$ cat src/rtl/swc_pkg.sv
package swc_pkg;

  localparam int unsigned NumDigits = 7;
  localparam int unsigned DigitW    = 4;
  localparam int unsigned SegW      = 7;
  localparam int unsigned NumKeys   = 4;
  localparam int unsigned HourW     = 5;
  localparam int unsigned MinuteW   = 6;

  typedef logic [DigitW-1:0] bcd_t;
  typedef logic [SegW-1:0]   seg_t;

  typedef enum logic [1:0] {
    KeyW = 2'd0,
    KeyS = 2'd1,
    KeyE = 2'd2,
    KeyT = 2'd3
  } key_idx_e;

  typedef struct packed {
    logic en;
    logic clear;
    logic advance;
  } cnt_ctrl_t;

  typedef struct packed {
    bcd_t tens;
    bcd_t units;
  } bcd_pair_t;

  localparam bcd_t DigitMax [NumDigits] = '{
    4'd9, 4'd9, 4'd5, 4'd9, 4'd9, 4'd9, 4'd9
  };

  function automatic seg_t seg_of(bcd_t d);
    seg_t s;
    case (d)
      4'd0, 4'd10: s = 7'b1111110;
      4'd1, 4'd11: s = 7'b0110000;
      4'd2, 4'd12: s = 7'b1101101;
      4'd3, 4'd13: s = 7'b1111001;
      4'd4, 4'd14: s = 7'b0110011;
      4'd5, 4'd15: s = 7'b1011011;
      4'd6:        s = 7'b1011111;
      4'd7:        s = 7'b1110000;
      4'd8:        s = 7'b1111111;
      4'd9:        s = 7'b1111011;
      default:     s = 7'b1111110;
    endcase
    return s;
  endfunction

  function automatic bcd_pair_t split_dec(logic [MinuteW-1:0] v);
    bcd_pair_t p;
    logic [MinuteW-1:0] r;
    if (v >= 6'd60) begin
      p.tens = 4'd6;
      r      = v - 6'd60;
    end else if (v >= 6'd50) begin
      p.tens = 4'd5;
      r      = v - 6'd50;
    end else if (v >= 6'd40) begin
      p.tens = 4'd4;
      r      = v - 6'd40;
    end else if (v >= 6'd30) begin
      p.tens = 4'd3;
      r      = v - 6'd30;
    end else if (v >= 6'd20) begin
      p.tens = 4'd2;
      r      = v - 6'd20;
    end else if (v >= 6'd10) begin
      p.tens = 4'd1;
      r      = v - 6'd10;
    end else begin
      p.tens = 4'd0;
      r      = v;
    end
    p.units = r[DigitW-1:0];
    return p;
  endfunction

endpackage

$ cat src/rtl/swc_if.sv
interface swc_in_if;
  import swc_pkg::*;
  logic                 valid;
  logic                 ready;
  logic                 key_w;
  logic                 key_s;
  logic                 key_e;
  logic                 key_t;
  logic                 tick;
  logic [HourW-1:0]     hour;
  logic [MinuteW-1:0]   minute;

  modport source (output valid, key_w, key_s, key_e, key_t, tick, hour, minute,
                  input ready);
  modport sink   (input valid, key_w, key_s, key_e, key_t, tick, hour, minute,
                  output ready);
endinterface

interface swc_out_if;
  import swc_pkg::*;
  logic             valid;
  logic             ready;
  logic [SegW-1:0]  digit0_segs;
  logic [SegW-1:0]  digit1_segs;
  logic [SegW-1:0]  digit2_segs;
  logic [SegW-1:0]  digit3_segs;
  logic [SegW-1:0]  msec_hundreds_segs;
  logic [SegW-1:0]  msec_tens_segs;
  logic [SegW-1:0]  msec_units_segs;
  logic             in_stopwatch;
  logic             is_running;

  modport source (output valid, digit0_segs, digit1_segs, digit2_segs, digit3_segs,
                  msec_hundreds_segs, msec_tens_segs, msec_units_segs,
                  in_stopwatch, is_running,
                  input ready);
  modport sink   (input valid, digit0_segs, digit1_segs, digit2_segs, digit3_segs,
                  msec_hundreds_segs, msec_tens_segs, msec_units_segs,
                  in_stopwatch, is_running,
                  output ready);
endinterface

$ cat src/rtl/swc_bcd_counter.sv
module swc_bcd_counter
  import swc_pkg::*;
(
  input  logic      clk_i,
  input  logic      rst_ni,
  input  cnt_ctrl_t ctrl_i,
  output bcd_t      count_next_o [NumDigits]
);

  bcd_t digit_q [NumDigits];
  bcd_t digit_d [NumDigits];
  bcd_t base    [NumDigits];

  always_comb begin
    logic at_max;
    logic carry;
    at_max = 1'b1;
    for (int i = 0; i < NumDigits; i++) begin
      base[i] = ctrl_i.clear ? '0 : digit_q[i];
      if (base[i] != DigitMax[i]) begin
        at_max = 1'b0;
      end
    end
    carry = ctrl_i.advance && !at_max;
    for (int i = NumDigits - 1; i >= 0; i--) begin
      digit_d[i] = base[i];
      if (carry) begin
        if (base[i] >= DigitMax[i]) begin
          digit_d[i] = '0;
        end else begin
          digit_d[i] = base[i] + 4'd1;
          carry      = 1'b0;
        end
      end
    end
  end

  always_ff @(posedge clk_i or negedge rst_ni) begin
    if (!rst_ni) begin
      for (int i = 0; i < NumDigits; i++) begin
        digit_q[i] <= '0;
      end
    end else if (ctrl_i.en) begin
      digit_q <= digit_d;
    end
  end

  assign count_next_o = digit_d;

`ifndef SYNTHESIS
  a_sec_tens_range: assert property (@(posedge clk_i) disable iff (!rst_ni)
    digit_q[2] <= DigitMax[2])
    else $error("second tens digit out of range");

  a_clear_zero: assert property (@(posedge clk_i) disable iff (!rst_ni)
    ctrl_i.en && ctrl_i.clear && !ctrl_i.advance |=>
      digit_q[0] == '0 && digit_q[3] == '0 && digit_q[6] == '0)
    else $error("count not cleared");
`endif

endmodule

$ cat src/rtl/stopwatch_clock_seven_segment_unit.sv
// Stopwatch and time-of-day driver for a seven-digit seven-segment display.
// Input channel in_i: one sample per transaction with four key levels
// (W, S, E, T), a millisecond tick and the time of day (hour, minute).
// Key presses are rising edges against the previous sample. W enters
// stopwatch mode and clears the count, S starts, E pauses, T returns to
// clock mode. Output channel out_o: one transaction per sample with seven
// segment patterns (bit 6 top segment) plus mode and running flags.
// Clock mode shows HH:MM with the millisecond digits blank; stopwatch mode
// shows MM:SS and three millisecond digits, saturating at 99:59.999.
// Timing: a sample accepted by in_i is registered in the input stage, and its
// result is loaded into the output register, raising out_o.valid, once the
// output register is empty or its result is being taken by the receiver.
// Throughput: one transaction per cycle unless the receiver stalls; the edge
// detect, BCD increment and segment decode are combinational between stages.
// Reset clears the key history, selects clock mode, stops and zeroes the
// count, and empties both stages.
// When the receiver stalls, the output register holds and the input stage
// still takes one more sample; in_i.ready drops only when both are full.
module stopwatch_clock_seven_segment_unit
  import swc_pkg::*;
(
  input  logic clk_i,
  input  logic rst_ni,
  swc_in_if.sink    in_i,
  swc_out_if.source out_o
);

  logic               s1_valid_q;
  logic               s1_adv;
  logic               in_fire;
  logic               s1_fire;
  logic [NumKeys-1:0] s1_keys_q;
  logic               s1_tick_q;
  logic [HourW-1:0]   s1_hour_q;
  logic [MinuteW-1:0] s1_minute_q;

  logic [NumKeys-1:0] prev_keys_q;
  logic               mode_q, mode_d;
  logic               counting_q, counting_d;
  logic [NumKeys-1:0] rise;
  cnt_ctrl_t          cnt_ctrl;
  bcd_t               cnt_next [NumDigits];

  bcd_pair_t          hour_dec;
  bcd_pair_t          minute_dec;
  seg_t               segs_d [NumDigits];

  logic               out_valid_q;
  seg_t               segs_q [NumDigits];
  logic               out_mode_q;
  logic               out_run_q;

  assign s1_adv     = !out_valid_q || out_o.ready;
  assign in_i.ready = !s1_valid_q || s1_adv;
  assign in_fire    = in_i.valid && in_i.ready;
  assign s1_fire    = s1_valid_q && s1_adv;

  always_ff @(posedge clk_i or negedge rst_ni) begin
    if (!rst_ni) begin
      s1_valid_q <= 1'b0;
    end else if (in_fire) begin
      s1_valid_q <= 1'b1;
    end else if (s1_adv) begin
      s1_valid_q <= 1'b0;
    end
  end

  always_ff @(posedge clk_i) begin
    if (in_fire) begin
      s1_keys_q   <= {in_i.key_t, in_i.key_e, in_i.key_s, in_i.key_w};
      s1_tick_q   <= in_i.tick;
      s1_hour_q   <= in_i.hour;
      s1_minute_q <= in_i.minute;
    end
  end

  always_comb begin
    rise       = s1_keys_q & ~prev_keys_q;
    mode_d     = mode_q;
    counting_d = counting_q;
    cnt_ctrl   = '0;
    if (rise[KeyW]) begin
      mode_d         = 1'b1;
      counting_d     = 1'b0;
      cnt_ctrl.clear = 1'b1;
    end
    if (mode_d && rise[KeyS]) begin
      counting_d = 1'b1;
    end
    if (mode_d && rise[KeyE]) begin
      counting_d = 1'b0;
    end
    if (mode_d && rise[KeyT]) begin
      mode_d = 1'b0;
    end
    cnt_ctrl.advance = counting_d && s1_tick_q;
    cnt_ctrl.en      = s1_fire;
  end

  swc_bcd_counter u_counter (
    .clk_i        (clk_i),
    .rst_ni       (rst_ni),
    .ctrl_i       (cnt_ctrl),
    .count_next_o (cnt_next)
  );

  always_comb begin
    hour_dec   = split_dec({1'b0, s1_hour_q});
    minute_dec = split_dec(s1_minute_q);
    if (mode_d) begin
      for (int i = 0; i < NumDigits; i++) begin
        segs_d[i] = seg_of(cnt_next[i]);
      end
    end else begin
      segs_d[0] = seg_of(hour_dec.tens);
      segs_d[1] = seg_of(hour_dec.units);
      segs_d[2] = seg_of(minute_dec.tens);
      segs_d[3] = seg_of(minute_dec.units);
      for (int i = 4; i < NumDigits; i++) begin
        segs_d[i] = '0;
      end
    end
  end

  always_ff @(posedge clk_i or negedge rst_ni) begin
    if (!rst_ni) begin
      prev_keys_q <= '0;
      mode_q      <= 1'b0;
      counting_q  <= 1'b0;
      out_valid_q <= 1'b0;
    end else begin
      if (s1_fire) begin
        prev_keys_q <= s1_keys_q;
        mode_q      <= mode_d;
        counting_q  <= counting_d;
      end
      if (s1_adv) begin
        out_valid_q <= s1_valid_q;
      end
    end
  end

  always_ff @(posedge clk_i) begin
    if (s1_fire) begin
      segs_q     <= segs_d;
      out_mode_q <= mode_d;
      out_run_q  <= counting_d;
    end
  end

  assign out_o.valid              = out_valid_q;
  assign out_o.digit0_segs        = segs_q[0];
  assign out_o.digit1_segs        = segs_q[1];
  assign out_o.digit2_segs        = segs_q[2];
  assign out_o.digit3_segs        = segs_q[3];
  assign out_o.msec_hundreds_segs = segs_q[4];
  assign out_o.msec_tens_segs     = segs_q[5];
  assign out_o.msec_units_segs    = segs_q[6];
  assign out_o.in_stopwatch       = out_mode_q;
  assign out_o.is_running         = out_run_q;

`ifndef SYNTHESIS
  a_fire_to_out: assert property (@(posedge clk_i) disable iff (!rst_ni)
    s1_fire |=> out_valid_q)
    else $error("processed sample produced no result");

  a_clock_blank_msec: assert property (@(posedge clk_i) disable iff (!rst_ni)
    out_valid_q && !out_mode_q |->
      segs_q[4] == '0 && segs_q[5] == '0 && segs_q[6] == '0)
    else $error("millisecond digits lit in clock mode");

  a_w_enters_stopwatch: assert property (@(posedge clk_i) disable iff (!rst_ni)
    s1_fire && rise[KeyW] && !rise[KeyT] |=> mode_q)
    else $error("W press did not enter stopwatch mode");

  a_no_start_in_clock: assert property (@(posedge clk_i) disable iff (!rst_ni)
    s1_fire && !mode_q && !rise[KeyW] |=> counting_q == $past(counting_q))
    else $error("running state changed in clock mode");
`endif

endmodule
$ cat src/flat_wrapper.sv
// flat-port wrapper written by rule: the top's interface ports become plain ports
module stopwatch_clock_seven_segment_unit_flat import swc_pkg::*;
  (clk_i, rst_ni, in_i_valid, in_i_key_w, in_i_key_s, in_i_key_e, in_i_key_t, in_i_tick, in_i_hour, in_i_minute, in_i_ready, out_o_valid, out_o_digit0_segs, out_o_digit1_segs, out_o_digit2_segs, out_o_digit3_segs, out_o_msec_hundreds_segs, out_o_msec_tens_segs, out_o_msec_units_segs, out_o_in_stopwatch, out_o_is_running, out_o_ready);
  swc_in_if in_i_i ();
  swc_out_if out_o_i ();
  input  logic clk_i;
  input  logic rst_ni;
  input wire logic [$bits(in_i_i.valid)-1:0] in_i_valid;
  input wire logic [$bits(in_i_i.key_w)-1:0] in_i_key_w;
  input wire logic [$bits(in_i_i.key_s)-1:0] in_i_key_s;
  input wire logic [$bits(in_i_i.key_e)-1:0] in_i_key_e;
  input wire logic [$bits(in_i_i.key_t)-1:0] in_i_key_t;
  input wire logic [$bits(in_i_i.tick)-1:0] in_i_tick;
  input wire logic [$bits(in_i_i.hour)-1:0] in_i_hour;
  input wire logic [$bits(in_i_i.minute)-1:0] in_i_minute;
  output wire logic [$bits(in_i_i.ready)-1:0] in_i_ready;
  output wire logic [$bits(out_o_i.valid)-1:0] out_o_valid;
  output wire logic [$bits(out_o_i.digit0_segs)-1:0] out_o_digit0_segs;
  output wire logic [$bits(out_o_i.digit1_segs)-1:0] out_o_digit1_segs;
  output wire logic [$bits(out_o_i.digit2_segs)-1:0] out_o_digit2_segs;
  output wire logic [$bits(out_o_i.digit3_segs)-1:0] out_o_digit3_segs;
  output wire logic [$bits(out_o_i.msec_hundreds_segs)-1:0] out_o_msec_hundreds_segs;
  output wire logic [$bits(out_o_i.msec_tens_segs)-1:0] out_o_msec_tens_segs;
  output wire logic [$bits(out_o_i.msec_units_segs)-1:0] out_o_msec_units_segs;
  output wire logic [$bits(out_o_i.in_stopwatch)-1:0] out_o_in_stopwatch;
  output wire logic [$bits(out_o_i.is_running)-1:0] out_o_is_running;
  input wire logic [$bits(out_o_i.ready)-1:0] out_o_ready;
  assign in_i_i.valid = in_i_valid;
  assign in_i_i.key_w = in_i_key_w;
  assign in_i_i.key_s = in_i_key_s;
  assign in_i_i.key_e = in_i_key_e;
  assign in_i_i.key_t = in_i_key_t;
  assign in_i_i.tick = in_i_tick;
  assign in_i_i.hour = in_i_hour;
  assign in_i_i.minute = in_i_minute;
  assign in_i_ready = in_i_i.ready;
  assign out_o_valid = out_o_i.valid;
  assign out_o_digit0_segs = out_o_i.digit0_segs;
  assign out_o_digit1_segs = out_o_i.digit1_segs;
  assign out_o_digit2_segs = out_o_i.digit2_segs;
  assign out_o_digit3_segs = out_o_i.digit3_segs;
  assign out_o_msec_hundreds_segs = out_o_i.msec_hundreds_segs;
  assign out_o_msec_tens_segs = out_o_i.msec_tens_segs;
  assign out_o_msec_units_segs = out_o_i.msec_units_segs;
  assign out_o_in_stopwatch = out_o_i.in_stopwatch;
  assign out_o_is_running = out_o_i.is_running;
  assign out_o_i.ready = out_o_ready;
  stopwatch_clock_seven_segment_unit u_core (.clk_i(clk_i), .rst_ni(rst_ni), .in_i(in_i_i), .out_o(out_o_i));
endmodule
$ cat config.mk
export PLATFORM = sky130hd
export DESIGN_NAME = stopwatch_clock_seven_segment_unit_flat
export DESIGN_NICKNAME = d
export VERILOG_FILES = /design/src/rtl/swc_pkg.sv /design/src/rtl/swc_if.sv /design/src/rtl/swc_bcd_counter.sv /design/src/rtl/stopwatch_clock_seven_segment_unit.sv /design/src/flat_wrapper.sv
export SDC_FILE = /design/constraint.sdc
export NUM_CORES = 1
export LEC_CHECK = 0
export CORE_MARGIN = 2
export CORE_UTILIZATION = 55
export DETAILED_ROUTE_END_ITERATION = 10
export DONT_BUFFER_PORTS = 1
export PLACE_DENSITY = 0.7
export SLEW_MARGIN = 10
export SYNTH_ARGS = -nofsm -noshare
export SYNTH_HDL_FRONTEND = slang
export SYNTH_SLANG_ARGS = --single-unit
export TNS_END_PERCENT = 10
$ cat constraint.sdc
create_clock -name clk_i -period 5.17 [get_ports clk_i]
set_input_delay 0.517 -clock clk_i [delete_from_list [all_inputs] [get_ports clk_i]]
set_output_delay 0.517 -clock clk_i [all_outputs]
set_load 0.01 [all_outputs]
==> summary.md <==
| Metric | Value |
|---|---|
| Post-synthesis cell type count | 93 |
| Post-synthesis cell area | 0.00802 mm² |
| Arr. time, crit path | 4790 ps |
| First-pass GRT wire length | 29.6 mm |
| Final hold violations | 0 |
| Detailed Route Iter0 Violations | 357 |
| Crit-path max cell delay | 580 ps |
| Die Y | 125 µm |
| Share of flip-flops with an asynchronous set or reset | 35.0% |
| Nets | 952 |
| Yosys reg bits | 103 |
| CP cell instances | nand2b_1 > buf_4 > nand2_1 > inv_1 > ha_1 > and4_1 > nand4_2 > or4_4 > and3_1 > and3_1 > a21oi_1 > inv_1 > ha_1 > mux2_1 > o32a_1 > a21oi_1 |
| Synth Instances | 848 |
| Buffers on Ports | 0 |
| Post-CTS setup repair buffer count | 0 |
| H-tree levels | 3 |
| # IOs | 73 |
| Placed inst area | 0.00817 mm² |
| Max Clock Skew | 7.85 ps |
| Clock Path Buffers | 2 |
| Fin. max-slew vios | 0 |
| Fin crit share | 88.8% |
| Post-route cell area | 0.00849 mm² |
| Pin count of the biggest net entering global routing | 55 |
| Grt total ovfl | 0 |
| Final worst slack | 580 ps |
| Die footprint | 0.0156 mm² |
| CTS buffer count | 9 |
| Vias | 6256 |
| Place WS | 649 ps |
| Setup TNS Final | 0 ps |
| PwrDens | 282 mW/mm² |
| Pre-antenna DRT Iters | 5 |
| Syn avg cell area | 9.46 µm² |
| Top cells by area, synth | edfxtp_1 25%, ha_1 15%, dfrtp_1 11% |
| DR WL/cell | 16.9 µm |
| Slew headroom | 34.6% |
| Core Util, Final | 59.1% |
| HPWL Detailed | 12.6 mm |
| Clock Sinks | 103 |
| YS warnings | 0 |
| Initial Utilization | 55.8% |
| Reg clk slew, reported paths | 70 ps |
| Post-synth top area share | 25.1% |
| All-Layer GR Usage | 22.8% |
| Seq/Total Area, Yosys | 36.3% |
| Antenna violations before repair | 0 |
| Pleak | 3.71 nW |
| Die Wd | 125 µm |
| Most used cells in the layout excluding fill and tap cells | 103 x nand2_1, 93 x ha_1, 67 x edfxtp_1 |
| Critical path peak fanout | 15 |
| Final setup violation count | 0 |
| Rows | 44 |
| Post-synth EDFFs | 67 |
| Worst setup SP type | flip-flop |
| P&R area growth vs syn | 5.82% |
| ANT cells | 0 |
| Core ar. | 0.0144 mm² |
| Number of antenna-violating nets in the routed design | 0 |
| Clk Latency, worst-skew pair | 360 ps |
| Run status | finished, final reports clean |
| Most common cell after layout, fill and taps aside | nand2_1 |
| Final cell count without fillers | 1028 |
| Placed instance count | 1010 |
| Fraction of layout cells with a size suffix above 1 | 9.00% |
| Root buf cell | clkbuf_16 |
| Unrepaired setup endpoints after global routing | no |
| Final worst hold slack | 245 ps |
| Maxcap violations | 0 |
| Tightest Pin Transition | 956 ps |
| Synthesized Nets | 961 |
| Fmax | 218 MHz |
| Worst Path Required | 5370 ps |
| Critical path capture point type | flip-flop |
| Cell taking the most area after synthesis | edfxtp_1 |
| Routed WL | 17.4 mm |
| Main flop type after synthesis | edfxtp_1 |
| DRC errors left | 0 |
| Vias per cell | 6.09 |
| Design Power | 2.40 mW |
| HP Class | in2reg |
| TritonCTS clock tree | yes |
| Vias in the first global route | 6072 |
| VDD IR max | 0.000210 V |
| Internal reg-to-reg setup slack | 580 ps |
| Total of cells resized after clock tree synthesis | 0 |
| Slowest CP cell | or4_4 |
| Fin crit period | 4590 ps |
| GP Congestion | 0.913 |
| Crit path kind | reg2reg |
[layer usage]
metal | track usage [%] | share of wire [%]
met5 | 0 | 0
met1 | 30.0 | 45
met2 | 38.7 | 49
met3 | 3.22 | 4.2
met4 | 8.06 | 1.9
[critical path: cells and delay by family, from the launching register on]
kind                       cells  cell delay, ps
and+or+nand+nor                7            1930
AOI/OAI and AO/OA              3             710
buffers and inverters          3             630
adders and majority gates      2             440
DFF                            1             400
muxes                          1             310
[cells by family (layout without fill, tap and decap cells)]
logic type | count (synthesis) | after routing | synth area share, %
AO/OA/AOI/OAI | 220 | 220 | 19.1
AND/OR/NAND/NOR | 271 | 271 | 17.0
adder cells (fa/ha/maj) | 93 | 93 | 14.5
XOR/XNOR | 22 | 22 | 2.40
multiplexers | 40 | 40 | 5.46
flip-flops | 103 | 103 | 36.3
buffers and inverters | 99 | 95 | 5.23
[registers in the layout (all words and copies together) (netlist names), 4 cells and up]
name	cells
u_core.out_o.msec_hundreds_segs	7
u_core.u_counter.digit_q	28
u_core.s1_minute_q	6
u_core.out_o.digit3_segs	7
u_core.out_o.msec_units_segs	7
u_core.out_o.digit2_segs	7
u_core.s1_keys_q	4
u_core.out_o.digit0_segs	7
u_core.s1_hour_q	5
u_core.out_o.msec_tens_segs	7
u_core.out_o.digit1_segs	7
u_core.prev_keys_q	4
[synth_stat cells, types with 4 or more instances]
master,count
buf_2,5
nand2b_1,13
a211oi_1,10
mux2_2,15
and3_1,10
xnor2_1,16
nor3b_1,4
buf_6,4
nand4_1,5
o211ai_1,6
a31oi_1,23
a21oi_1,47
nand3b_1,6
and2_1,6
xor2_1,6
o31a_1,4
a221oi_1,7
clkbuf_1,20
a21o_1,4
a22o_1,4
inv_1,61
ha_1,93
nor2b_1,6
dfrtp_1,36
edfxtp_1,67
o21ai_0,48
a22oi_1,6
a211o_1,4
nor3_1,14
o31ai_1,6
nand3_1,23
mux2i_1,22
nand2_1,103
nor2_1,54
[worst paths after layout]
path,cells past startpoint,end,from
worst max-delay path,16,u_core.out_o.msec_units_segs[6],u_core.s1_keys_q[0]
worst min-delay path,0,u_core.s1_keys_q[2],in_i_key_e
min in group asynchronous,2,u_core.prev_keys_q[3],rst_ni
max in group asynchronous,2,u_core.u_counter.digit_q[8],rst_ni
worst min register to register,2,u_core.u_counter.digit_q[27],u_core.u_counter.digit_q[27]
worst max register to register,16,u_core.out_o.msec_units_segs[6],u_core.s1_keys_q[0]
[layout make-up]
class                      count  area, µm²
fill                        1222       5880
multi-input combinational    646       4690
sequential                   103       2910
inverter                      65        244
clock buffer                  10        239
tap                          184        230
timing repair buffer          14        120
clock inverter                 6       52.6
[power by group]
part | switching [mW] | internal (mW)
clock network | 0.331 | 0.347
registers | 0.0850 | 1.02
logic | 0.388 | 0.228
total | 0.804 | 1.59
[timing repair]
action,CTS,global route
hold buffers,2,0
setup endpoints to repair,0,0
endpoints found under the hold margin,36,0
Note: power is estimated with default switching activity, not from simulation.
